**src/hdl/ddfc_pkg.sv**
```systemverilog
// Package with shared constants and stage payload types for the DSP float converter.
`default_nettype none
package ddfc_pkg;
  localparam int MANT_BITS = 23;
  localparam int EXP_BITS  = 8;
  localparam int EXP_BIAS  = 128;
  localparam int DBL_FRAC  = 52;
  localparam int DBL_BIAS  = 1023;
  localparam int DROP      = DBL_FRAC - MANT_BITS;

  // Payload after the first stage: operand unpacked, rounding done.
  typedef struct packed {
    logic        mode;
    logic        neg;
    logic        is_nan;
    logic        is_inf;
    logic        is_zero;
    logic        is_sub;
    logic signed [12:0] exp;
    logic [24:0] v;
    logic [31:0] w;
  } s1_t;

  // Payload after the second stage: normalization and sign handling done.
  typedef struct packed {
    logic        mode;
    logic        neg;
    logic        kill;
    logic        flush;
    logic        sat;
    logic signed [12:0] exp;
    logic [24:0] v;
    logic [31:0] w;
  } s2_t;
endpackage
`default_nettype wire

```
**src/hdl/ddfc_round.sv**
```systemverilog
// First stage: unpacks the double and rounds its significand to 24 bits.
`default_nettype none
module ddfc_round (
  input  wire logic        mode,
  input  wire logic [63:0] operand,
  output ddfc_pkg::s1_t    s1
);
  logic [10:0] e;
  logic [51:0] f;
  logic [23:0] top;
  logic [24:0] v;
  always_comb begin
    e   = operand[62:52];
    f   = operand[51:0];
    top = {1'b1, f[51:29]};
    v   = {1'b0, top} + {24'd0, f[28]};
    s1.mode    = mode;
    s1.neg     = operand[63];
    s1.is_nan  = (e == 11'h7FF) && (f != 52'd0);
    s1.is_inf  = (e == 11'h7FF) && (f == 52'd0);
    s1.is_zero = (e == 11'd0) && (f == 52'd0);
    s1.is_sub  = (e == 11'd0) && (f != 52'd0);
    s1.exp     = $signed({2'b00, e}) - 13'sd1023;
    s1.v       = v;
    s1.w       = operand[31:0];
  end
endmodule
`default_nettype wire

```
**src/hdl/ddfc_norm.sv**
```systemverilog
// Second stage: renormalizes, negates and classifies the exponent range.
`default_nettype none
module ddfc_norm (
  input  wire ddfc_pkg::s1_t s1,
  output ddfc_pkg::s2_t s2
);
  logic signed [12:0] exp;
  logic [24:0] v;
  always_comb begin
    exp = s1.exp;
    v   = s1.v;
    if (v[24]) begin
      v   = v >> 1;
      exp = exp + 13'sd1;
    end
    if (s1.neg) begin
      v = (~v + 25'd1) & 25'h0FFFFFF;
      if (v[23]) begin
        v   = {v[23:0], 1'b0};
        exp = exp - 13'sd1;
      end
    end
    s2.mode  = s1.mode;
    s2.neg   = s1.neg;
    s2.w     = s1.w;
    s2.v     = v;
    s2.exp   = exp;
    s2.kill  = s1.is_nan || s1.is_zero;
    s2.flush = s1.is_sub || (!s1.is_nan && !s1.is_inf && !s1.is_zero && exp < -13'sd127);
    s2.sat   = s1.is_inf || (!s1.is_nan && !s1.is_zero && !s1.is_sub && exp > 13'sd127);
  end
endmodule
`default_nettype wire

```
**src/hdl/ddfc_pack.sv**
```systemverilog
// Third stage: packs the DSP word, or expands a DSP word into double bits.
`default_nettype none
module ddfc_pack (
  input  wire ddfc_pkg::s2_t s2,
  output logic [63:0]   result,
  output logic          flushed,
  output logic          saturated
);
  logic [22:0] frac;
  logic [7:0]  ecode;
  logic [24:0] mag;
  logic [10:0] dexp;
  always_comb begin
    result = 64'd0; flushed = 1'b0; saturated = 1'b0;
    frac = 23'd0; ecode = 8'd0; mag = 25'd0; dexp = 11'd0;
    if (s2.mode) begin
      ecode = s2.w[7:0];
      frac  = s2.w[30:8];
      if (ecode != 8'd0) begin
        dexp = 11'd895 + {3'd0, ecode};
        if (s2.w[31]) mag = 25'h1000000 - {2'd0, frac};
        else          mag = 25'h0800000 + {2'd0, frac};
        if (mag[24]) begin
          mag  = mag >> 1;
          dexp = dexp + 11'd1;
        end
        result = {s2.w[31], dexp, mag[22:0], 29'd0};
      end
    end else if (s2.kill) begin
      result = 64'd0;
    end else if (s2.flush) begin
      flushed = 1'b1;
    end else begin
      if (s2.sat) begin
        saturated = 1'b1;
        frac  = s2.neg ? 23'd0 : 23'h7FFFFF;
        ecode = 8'd255;
      end else begin
        frac  = s2.v[22:0];
        ecode = 8'(s2.exp + 13'sd128);
      end
      result = {32'd0, s2.neg, frac, ecode};
    end
  end
endmodule
`default_nettype wire

```
**src/hdl/double_dsp_float_converter_core.sv**
```systemverilog
// Top level of the double / DSP float converter: a three-stage stallable pipeline.
//
// Input channel: in_valid, in_stall, mode, operand. A word is taken at a rising
// edge with in_valid high and in_stall low. Mode 0 turns IEEE double bits into a
// 32-bit DSP float word (zero-extended), mode 1 turns the DSP word in the low 32
// bits of operand into double bits, exactly.
// Output channel: out_valid, out_stall, result, flushed, saturated.
// An accepted word passes through the s1, s2 and output registers, and
// out_valid rises when it reaches the output register. One word enters every
// cycle while in_stall is low; the three register stages are rounding,
// normalization, and packing, each registered with a valid bit of its own.
// When the receiver raises out_stall, a stage holds its word only where the
// stage after it is full and held too, so bubbles close up; in_stall rises
// only when the whole pipe is full and the output is stalled.
// Synchronous reset clears all valid bits; payload registers are not reset.
`default_nettype none
module double_dsp_float_converter_core (
  input  wire logic        clk,
  input  wire logic        rst,
  input  wire logic        in_valid,
  output logic             in_stall,
  input  wire logic        mode,
  input  wire logic [63:0] operand,
  output logic             out_valid,
  input  wire logic        out_stall,
  output logic [63:0]      result,
  output logic             flushed,
  output logic             saturated
);
  ddfc_pkg::s1_t s1_d, s1;
  ddfc_pkg::s2_t s2_d, s2;
  logic [63:0]   r_d;
  logic          f_d, sa_d;
  logic          v1, v2;
  logic          adv1, adv2, adv3;

  ddfc_round u_round (.mode(mode), .operand(operand), .s1(s1_d));
  ddfc_norm  u_norm  (.s1(s1), .s2(s2_d));
  ddfc_pack  u_pack  (.s2(s2), .result(r_d), .flushed(f_d), .saturated(sa_d));

  // Each stage loads when it is empty or the stage after it is moving.
  assign adv3     = !out_valid || !out_stall;
  assign adv2     = !v2 || adv3;
  assign adv1     = !v1 || adv2;
  assign in_stall = !adv1;

  always_ff @(posedge clk) begin
    if (rst) begin
      v1 <= 1'b0; v2 <= 1'b0; out_valid <= 1'b0;
    end else begin
      if (adv1) v1 <= in_valid;
      if (adv2) v2 <= v1;
      if (adv3) out_valid <= v2;
    end
    if (adv1) s1 <= s1_d;
    if (adv2) s2 <= s2_d;
    if (adv3) begin
      result <= r_d; flushed <= f_d; saturated <= sa_d;
    end
  end
endmodule
`default_nettype wire

```
**config.mk**
```make
export PLATFORM = sky130hd
export DESIGN_NAME = double_dsp_float_converter_core
export DESIGN_NICKNAME = d
export VERILOG_FILES = /design/src/hdl/ddfc_pkg.sv /design/src/hdl/ddfc_round.sv /design/src/hdl/ddfc_norm.sv /design/src/hdl/ddfc_pack.sv /design/src/hdl/double_dsp_float_converter_core.sv
export SDC_FILE = /design/constraint.sdc
export NUM_CORES = 1
export LEC_CHECK = 0
export ABC_AREA = 1
export BUFFER_PORTS_ARGS = -buffer_cell sky130_fd_sc_hd__buf_2
export CAP_MARGIN = 20
export CORE_UTILIZATION = 31
export CTS_BUF_LIST = sky130_fd_sc_hd__clkbuf_8
export DETAILED_ROUTE_END_ITERATION = 10
export PLACE_DENSITY = 0.56
export SETUP_SLACK_MARGIN = 0.05
export SLEW_MARGIN = 20
export SYNTH_ARGS = -nofsm -noshare
export SYNTH_HDL_FRONTEND = slang
export SYNTH_SLANG_ARGS = --single-unit
```
**constraint.sdc**
```tcl
create_clock -name clk -period 6.6 [get_ports clk]
set_input_delay 0.33 -clock clk [delete_from_list [all_inputs] [get_ports clk]]
set_output_delay 0.33 -clock clk [all_outputs]
set_load 0.01 [all_outputs]
```
==> out/results.tsv, run 1 <==
stage	metric	value	unit
outcome	outcome	complete, no violations	
yosys	distinct cell type count after synthesis	48	
clock_network	# hold bufs at CTS	28	
pwr	combinational cell fraction of total power	0.100	
drt	drt total wl	25.33	mm
pwr	sequential power share	0.504	
worst_setup_path	Critical Path Sink	s2[54]	
sta	fmax	336.8	MHz
drt	Detailed Route Iter0 Violations	434	
drt	via count	7945	
pwr	pwr/cell area	243.8	mW/mm^2
pwr	clock share of power	0.396	
sta	# setup viols final	0	
floorplanning	num rows	68	
pwr	Pint	0.002439	W
floorplanning	Initial Util	0.3167	
sta	Slew Viols, Final	0	
clock_network	Setup Buffers After CTS	0	
yosys	dominant synthesized flop cell	edfxtp_1	
floorplanning	Die Height	190.5	um
worst_setup_path	CP max stage cell	edfxtp_1	
flow_run	number of max-cap violations	0	
yosys	Ys Warns	0	
yosys	Mapped Cells	1119	
worst_setup_path	cell mode on critical path	nand2_1	
yosys	Yosys top cell by area	edfxtp_1	
final_layout	layout cells sized above 1	0.1986	
worst_setup_path	worst r2r src	s1[56]	
worst_setup_path	CP arrival	3.24	ns
drt	DR pass1 iterations	5	
final_layout	Multi-input gate area	0.004031	mm^2
worst_setup_path	r2r setup slk	3.63	ns
pwr	Max IR drop VDD	0.1397	mV
placement	gpl congestion	0.8418	
yosys	largest cells by area after synthesis	edfxtp_1, nand2_1, xor2_1	
placement	placed wire-length estimate	18.69	mm
global_route	initial antenna violation count	0	
clock_network	Root Driver	clkbuf_8	
worst_setup_path	R2R depth	15	
worst_hold_path	hold crit path type	in2reg	
sta	RSZ-0062 raised after global routing	false	
global_route	Global Route Usage Sum	0.1391	
worst_hold_path	Hold Path Depth	1	
sta	final worst setup slack	3.631	ns
final_layout	P&R area growth vs syn	20.13	%
pwr	Sw Pwr	0.0007889	W
sta	final setup skew	0.02104	ns
clock_network	maximum clock path buffer count	3	
floorplanning	Ports	137	
yosys	syn_area_per_cell	9.849	um^2
sta	setup_tns	0	ns
worst_setup_path	CP Class	reg2reg	
global_route	grt total ovfl	0	
placement	Placement Cell Area	0.01213	mm^2
clock_network	CTS clk-pin slew, worst paths	0.06	ns
global_route	first-pass GRT wire length	40.19	mm
global_route	pin count of the biggest net entering global routing	72	
yosys	top-area cell type share of the netlist area	0.5695	
final_layout	Seq. cell area	0.006336	mm^2
drt	Final ANT Viol Nets	0	
worst_setup_path	reg2reg end	s2[54]	
final_layout	Layout fillers	3479	
yosys	register bit total from synthesis	212	
pwr	Pleak	5.799	nW
sta	Slew @ Worst Pin	0.9232	ns
yosys	Synth async-reset ratio	0	
floorplanning	core area	0.03480	mm^2
global_route	vias in the first global route	7631	
worst_setup_path	CP peak stage delay	0.36	ns
sta	final hold violation count	0	
clock_network	CTS tree	done	
worst_setup_path	critical path, cell by cell	buf_4 > inv_6 > nand2_1 > nand2_1 > ha_1 > nand2_1 > a21oi_2 > nand2_1 > nor2_2 > nand4_1 > nor2_1 > nand3_1 > xor2_1 > o21ai_0 > nand2_1	
clock_network	clock sink count	212	
worst_setup_path	CP required	6.87	ns
floorplanning	Chip Width	190.5	um
yosys	sequential fraction of the synthesis area	0.5749	
drt	post-DR vias/cell	4.453	
final_layout	Post-Layout Inst Area	0.01324	mm^2
floorplanning	DIE AREA	0.03631	mm^2
placement	Placed Instances	1686	
yosys	Synth Net Count	1199	
clock_network	PostCTS Resize Cnt	0	
worst_setup_path	critical path peak fanout	45	
clock_network	total CTS buffers	37	
yosys	number of flops mapped to enable cells by yosys	209	
worst_setup_path	startpoint type of the worst setup path	flip-flop	
worst_setup_path	Worst Setup SP	s1[56]	
drt	DRC violations left	0	
final_layout	final non-filler cell total	1784	
sta	Hold WS	0.03104	ns
clock_network	CTS H-Tree Depth	2	
sta	Tcrit/Tclk final	0.4499	
placement	number of port buffers	136	
sta	Slew HR	0.3845	
pwr	Switching Fraction	0.2444	
clock_network	clk_lat worst skew	0.53	ns
final_layout	diode count	0	
final_layout	Post-layout nets	1382	
worst_setup_path	CP endpoint kind	flip-flop	
placement	Post-Place Setup Slack	3.689	ns
sta	crit path time final	2.969	ns
yosys	Post-synth top cells	nand2_1, edfxtp_1, inv_1	
drt	WL per Instance	14.20	um
yosys	mapped cell area	0.01102	mm^2
yosys	cell with the most instances after synthesis	nand2_1	
area by class of cell:
type,count,area share
sequential,212,0.4786
clock buffer,41,0.04262
multi-input combinational,753,0.3045
clock inverter,25,0.01701
inverter,125,0.03582
tap,455,0.04300
timing repair buffer,173,0.07844
power by group through the flow:
stage	combinational (W)	sequential (W)	clock [W]
5_1_grt	0.000365	0.00164	0.00137
2_1_floorplan	0.000176	0.00166	0
3_5_place_dp	0.000309	0.00166	0
3_3_place_gp	0.000307	0.00165	0
4_1_cts	0.000324	0.00163	0.00132
6_report	0.000324	0.00163	0.00128
worst min path at each step:
stage                      to   startpoint  slack (ns)
floorplan           out_valid          rst        0.40
global placement       s2[11]       s1[11]        0.40
detailed placement     s2[30]       s1[30]        0.40
CTS                    s1[11]  operand[11]       0.001
global route            s1[1]   operand[1]       0.008
finish                  s1[1]   operand[1]        0.03
layer usage:
layer  vias up  track usage  wire length [um]
met5         -            0                 0
met4         0      0.04277               485
met3        35      0.02742              1244
met2       171       0.2067             10690
met1      3580       0.2024             12900
li1       4159            -                 -
registers in the layout, indices dropped and copies added (netlist names):
| signal | flops |
|---|---|
| s1 | 75 |
| s2 | 68 |
| result | 64 |
| flushed | 1 |
| out_valid | 1 |
| saturated | 1 |
| v1 | 1 |
| v2 | 1 |
layout by cell type (no fill, tap or decap), types with 5 or more instances in the layout:
| master | count |
|---|---|
| o221ai_1 | 17 |
| inv_1 | 124 |
| clkinv_1 | 5 |
| clkbuf_8 | 41 |
| xnor2_1 | 14 |
| ha_1 | 11 |
| o21ai_0 | 24 |
| xor2_1 | 61 |
| inv_2 | 7 |
| a21oi_1 | 41 |
| clkinv_2 | 5 |
| nand2_2 | 23 |
| nor4_1 | 17 |
| edfxtp_1 | 209 |
| nor3_1 | 30 |
| dlygate4sd3_1 | 32 |
| o21ai_1 | 6 |
| nor2_2 | 14 |
| nand3_1 | 50 |
| nand2_1 | 265 |
| nor2_1 | 115 |
| buf_4 | 5 |
| nand4_1 | 21 |
| buf_2 | 136 |
kinds of logic after synthesis:
| group | share of synthesized area |
|---|---|
| fa+ha+maj | 0.01249 |
| buf+inv | 0.05972 |
| compound gates | 0.05734 |
| xor+xnor | 0.06256 |
| simple gates | 0.2330 |
| flops | 0.5749 |
worst max-delay path: cells and delay by family, from the launching register on:
kind                     cells  cell delay, ns
AO/OA/AOI/OAI                2            0.32
flip-flops                   1            0.36
adder cells (fa/ha/maj)      1            0.21
AND/OR/NAND/NOR              9            1.11
buffers and inverters        2            0.53
XOR/XNOR                     1            0.15
stage by stage:
step	total power (W)	util
6_report	0.003227	0.3804
5_1_grt	0.003371	0.3804
4_1_cts	0.003269	0.3792
3_5_place_dp	0.001966	0.3485
3_3_place_gp	0.001962	0.3485
2_1_floorplan	0.001832	-
(Power assumes the default switching activity.)
==> run 2: changes to the inputs <==
--- a/config.mk
+++ b/config.mk
@@ -11,7 +11,7 @@
 export CORE_UTILIZATION = 31
 export CTS_BUF_LIST = sky130_fd_sc_hd__clkbuf_8
 export DETAILED_ROUTE_END_ITERATION = 10
-export PLACE_DENSITY = 0.56
+export PLACE_DENSITY = 0.58
 export SETUP_SLACK_MARGIN = 0.05
 export SLEW_MARGIN = 20
 export SYNTH_ARGS = -nofsm -noshare
==> constraint.sdc (replaced) <==
create_clock -name clk -period 2.6 [get_ports clk]
set_input_delay 0.13 -clock clk [delete_from_list [all_inputs] [get_ports clk]]
set_output_delay 0.13 -clock clk [all_outputs]
set_load 0.01 [all_outputs]
==> out/results.tsv, run 2 (synthesis results as in run 1) <==
stage	metric	value	unit	change
clock_network	maximum clock path buffer count	3		unchanged
global_route	initial antenna violation count	0		unchanged
floorplanning	Ports	137		unchanged
sta	setup_tns	0	ns	unchanged
clock_network	clk_lat worst skew	0.55	ns	+0.02 ns
final_layout	max reg flops	75		unchanged
worst_hold_path	hold crit path type	in2reg		
floorplanning	core area	0.03480	mm^2	unchanged
worst_setup_path	CP delay by family, top	simple AND/OR/NAND/NOR gates		
placement	Placement Cell Area	0.01252	mm^2	+3.3%
floorplanning	Initial Util	0.3167		unchanged
final_layout	P&R area growth vs syn	29.34	%	
worst_setup_path	CP max stage cell	edfxtp_1		
sta	final hold violation count	0		unchanged
worst_setup_path	CP required	2.89	ns	-3.98 ns
final_layout	Post-Layout Inst Area	0.01425	mm^2	+7.7%
worst_setup_path	Worst Setup SP	s1[56]		
sta	# setup viols final	0		unchanged
pwr	Pint	0.005681	W	+130%
sta	RSZ-0062 raised after global routing	true		
final_layout	most common cell after layout, fill and taps aside	nand2_1		
final_layout	commonest non-fill, non-tap cells in the layout	nand2_1, edfxtp_1, buf_2		
clock_network	Root Driver	clkbuf_8		
pwr	sequential power share	0.540		+0.036
pwr	pwr/cell area	536.6	mW/mm^2	+120%
worst_setup_path	critical path peak fanout	10		-78%
worst_setup_path	worst r2r src	s1[56]		
pwr	Switching Fraction	0.2572		+0.01281
worst_setup_path	CP arrival	2.85	ns	-0.39 ns
outcome	outcome	complete, no violations		
clock_network	clock sink count	212		unchanged
pwr	Pleak	6.226	nW	+7.4%
placement	number of port buffers	136		unchanged
sta	crit path time final	2.565	ns	-0.4041 ns
sta	Slew HR	0.3488		-0.03574
drt	WL per Instance	14.12	um	-0.54%
floorplanning	num rows	68		unchanged
clock_network	CTS tree	done		
final_layout	Seq. cell area	0.006340	mm^2	about the same
global_route	pin count of the biggest net entering global routing	76		+5.6%
drt	DRC violations left	0		unchanged
sta	final setup skew	0.02694	ns	+0.005894 ns
placement	gpl congestion	0.8884		+5.5%
worst_setup_path	CP Class	reg2reg		
final_layout	Post-layout nets	1474		+6.7%
floorplanning	DIE AREA	0.03631	mm^2	unchanged
global_route	grt total ovfl	0		unchanged
final_layout	Layout fillers	3436		-1.2%
pwr	Max IR drop VDD	0.3104	mV	+120%
worst_hold_path	Hold Startpoint	operand[60]		
clock_network	CTS clk-pin slew, worst paths	0.06	ns	about the same
drt	drt total wl	26.47	mm	+4.5%
drt	Detailed Route Iter0 Violations	493		+14%
worst_setup_path	startpoint type of the worst setup path	flip-flop		
pwr	total power	0.007649	W	+140%
final_layout	Multi-input gate area	0.004363	mm^2	+8.2%
clock_network	total CTS buffers	35		-5.4%
worst_setup_path	CP peak stage delay	0.41	ns	+0.05 ns
worst_setup_path	CP endpoint kind	flip-flop		
sta	Slew @ Worst Pin	0.9768	ns	+0.05361 ns
clock_network	CTS H-Tree Depth	2		unchanged
drt	post-DR vias/cell	4.525		+1.6%
flow_run	number of max-cap violations	0		unchanged
final_layout	diode count	0		unchanged
floorplanning	Die Height	190.5	um	unchanged
drt	via count	8484		+6.8%
worst_setup_path	Buf+Inv Stages, Crit Path	3		+1
pwr	combinational cell fraction of total power	0.124		+0.024
final_layout	Largest regs	s1 (75), s2 (68), result (64)		
worst_setup_path	cell mode on critical path	nand2_1		
worst_setup_path	critical path, cell by cell	buf_12 > buf_6 > buf_6 > nand2_1 > nand2_2 > nand2_1 > nor2_2 > nand2_2 > nor2_8 > nand3_4 > nand2_8 > nand4_1 > nand2_1 > nand3_1 > nor2_1 > o21ai_1 > nand2_1 > nand2_1		
drt	Final ANT Viol Nets	0		unchanged
final_layout	layout cells sized above 1	0.2549		+0.05628
final_layout	largest register by flop count	s1		
global_route	Global Route Usage Sum	0.1443		+0.005194
global_route	first-pass GRT wire length	41.59	mm	+3.5%
pwr	clock share of power	0.337		-0.059
sta	fmax	389.8	MHz	+16%
sta	Hold WS	0.03351	ns	+0.002474 ns
placement	Post-Place Setup Slack	-0.004758	ns	-3.694 ns
sta	Slew Viols, Final	0		unchanged
worst_setup_path	r2r setup slk	0.03	ns	-3.60 ns
floorplanning	Chip Width	190.5	um	unchanged
global_route	vias in the first global route	8060		+5.6%
sta	final worst setup slack	0.03470	ns	-3.596 ns
drt	DR pass1 iterations	5		unchanged
pwr	Sw Pwr	0.001968	W	+150%
placement	placed wire-length estimate	19.29	mm	+3.2%
sta	Tcrit/Tclk final	0.9867		+0.5367
==> run 2: cell count changes in the layout (fill, tap and decap cells not counted), moves of 5 or more <==
cell | previous run | this run
buf_4 | 5 | 60
buf_6 | 0 | 5
clkbuf_8 | 41 | 35
dlygate4sd3_1 | 32 | 62
nand2_1 | 265 | 252
nand2_2 | 23 | 33
nor2_1 | 115 | 103
nor2_4 | 3 | 14
nor3_1 | 30 | 24
o21ai_0 | 24 | 19
==> run 2: layer usage <==
| metal | vias to the layer above | wire [um] | GRT usage |
|---|---|---|---|
| li1 | 4342 | - | - |
| met5 | - | 0 | 0 |
| met1 | 3879 | 12650 | 0.1978 |
| met4 | 0 | 737 | 0.06031 |
| met3 | 57 | 1147 | 0.02613 |
| met2 | 206 | 11940 | 0.2236 |
==> run 2: power groups by stage <==
stage	sequential, W	clock [W]	combinational, W
2_1_floorplan	0.00420	0	0.000448
3_3_place_gp	0.00419	0	0.000825
3_5_place_dp	0.00420	0	0.000834
4_1_cts	0.00413	0.00268	0.000910
5_1_grt	0.00415	0.00283	0.00106
6_report	0.00413	0.00257	0.000947
==> run 2: cell type report <==
cell class / instances / share of cell area
clock buffers: 35 / 0.03380
clock inverters: 28 / 0.009480
inverters: 125 / 0.03450
multi-input cells: 754 / 0.3061
flip-flops and latches: 212 / 0.4448
well taps: 455 / 0.03994
repair buffers: 266 / 0.1314
==> run 2: per-stage QoR <==
| stage | cells | utilization |
|---|---|---|
| finish | 1875 | 0.4096 |
| global route | 1875 | 0.4096 |
| CTS | 1856 | 0.3959 |
| detailed placement | 1730 | 0.3598 |
| global placement | 1730 | 0.3598 |
| floorplan | 1119 | - |
==> run 2: final timing paths <==
| path | cells after the start | endpoint |
|---|---|---|
| hold reg to reg | 0 | s2[74] |
| setup reg to reg | 18 | s2[71] |
| setup / recovery | 18 | s2[71] |
| hold / removal | 3 | s1[65] |
==> run 2: worst register-to-register path, cell delays in order (launching register included) <==
cell	delay, ns
edfxtp_1	0.41
buf_12	0.16
buf_6	0.13
buf_6	0.13
nand2_1	0.06
nand2_2	0.10
nand2_1	0.09
nor2_2	0.13
nand2_2	0.10
nor2_8	0.17
nand3_4	0.16
nand2_8	0.14
nand4_1	0.09
nand2_1	0.13
nand3_1	0.08
nor2_1	0.10
o21ai_1	0.07
nand2_1	0.05
nand2_1	0.04
==> run 2: timing repair <==
item,in CTS,in global routing
endpoints found under the setup margin,6,22
pin swaps,1,35
endpoints found under the hold margin,68,0
hold buffers,62,0
buffers inserted,0,19
cloned,1,1
resized for setup,3,81
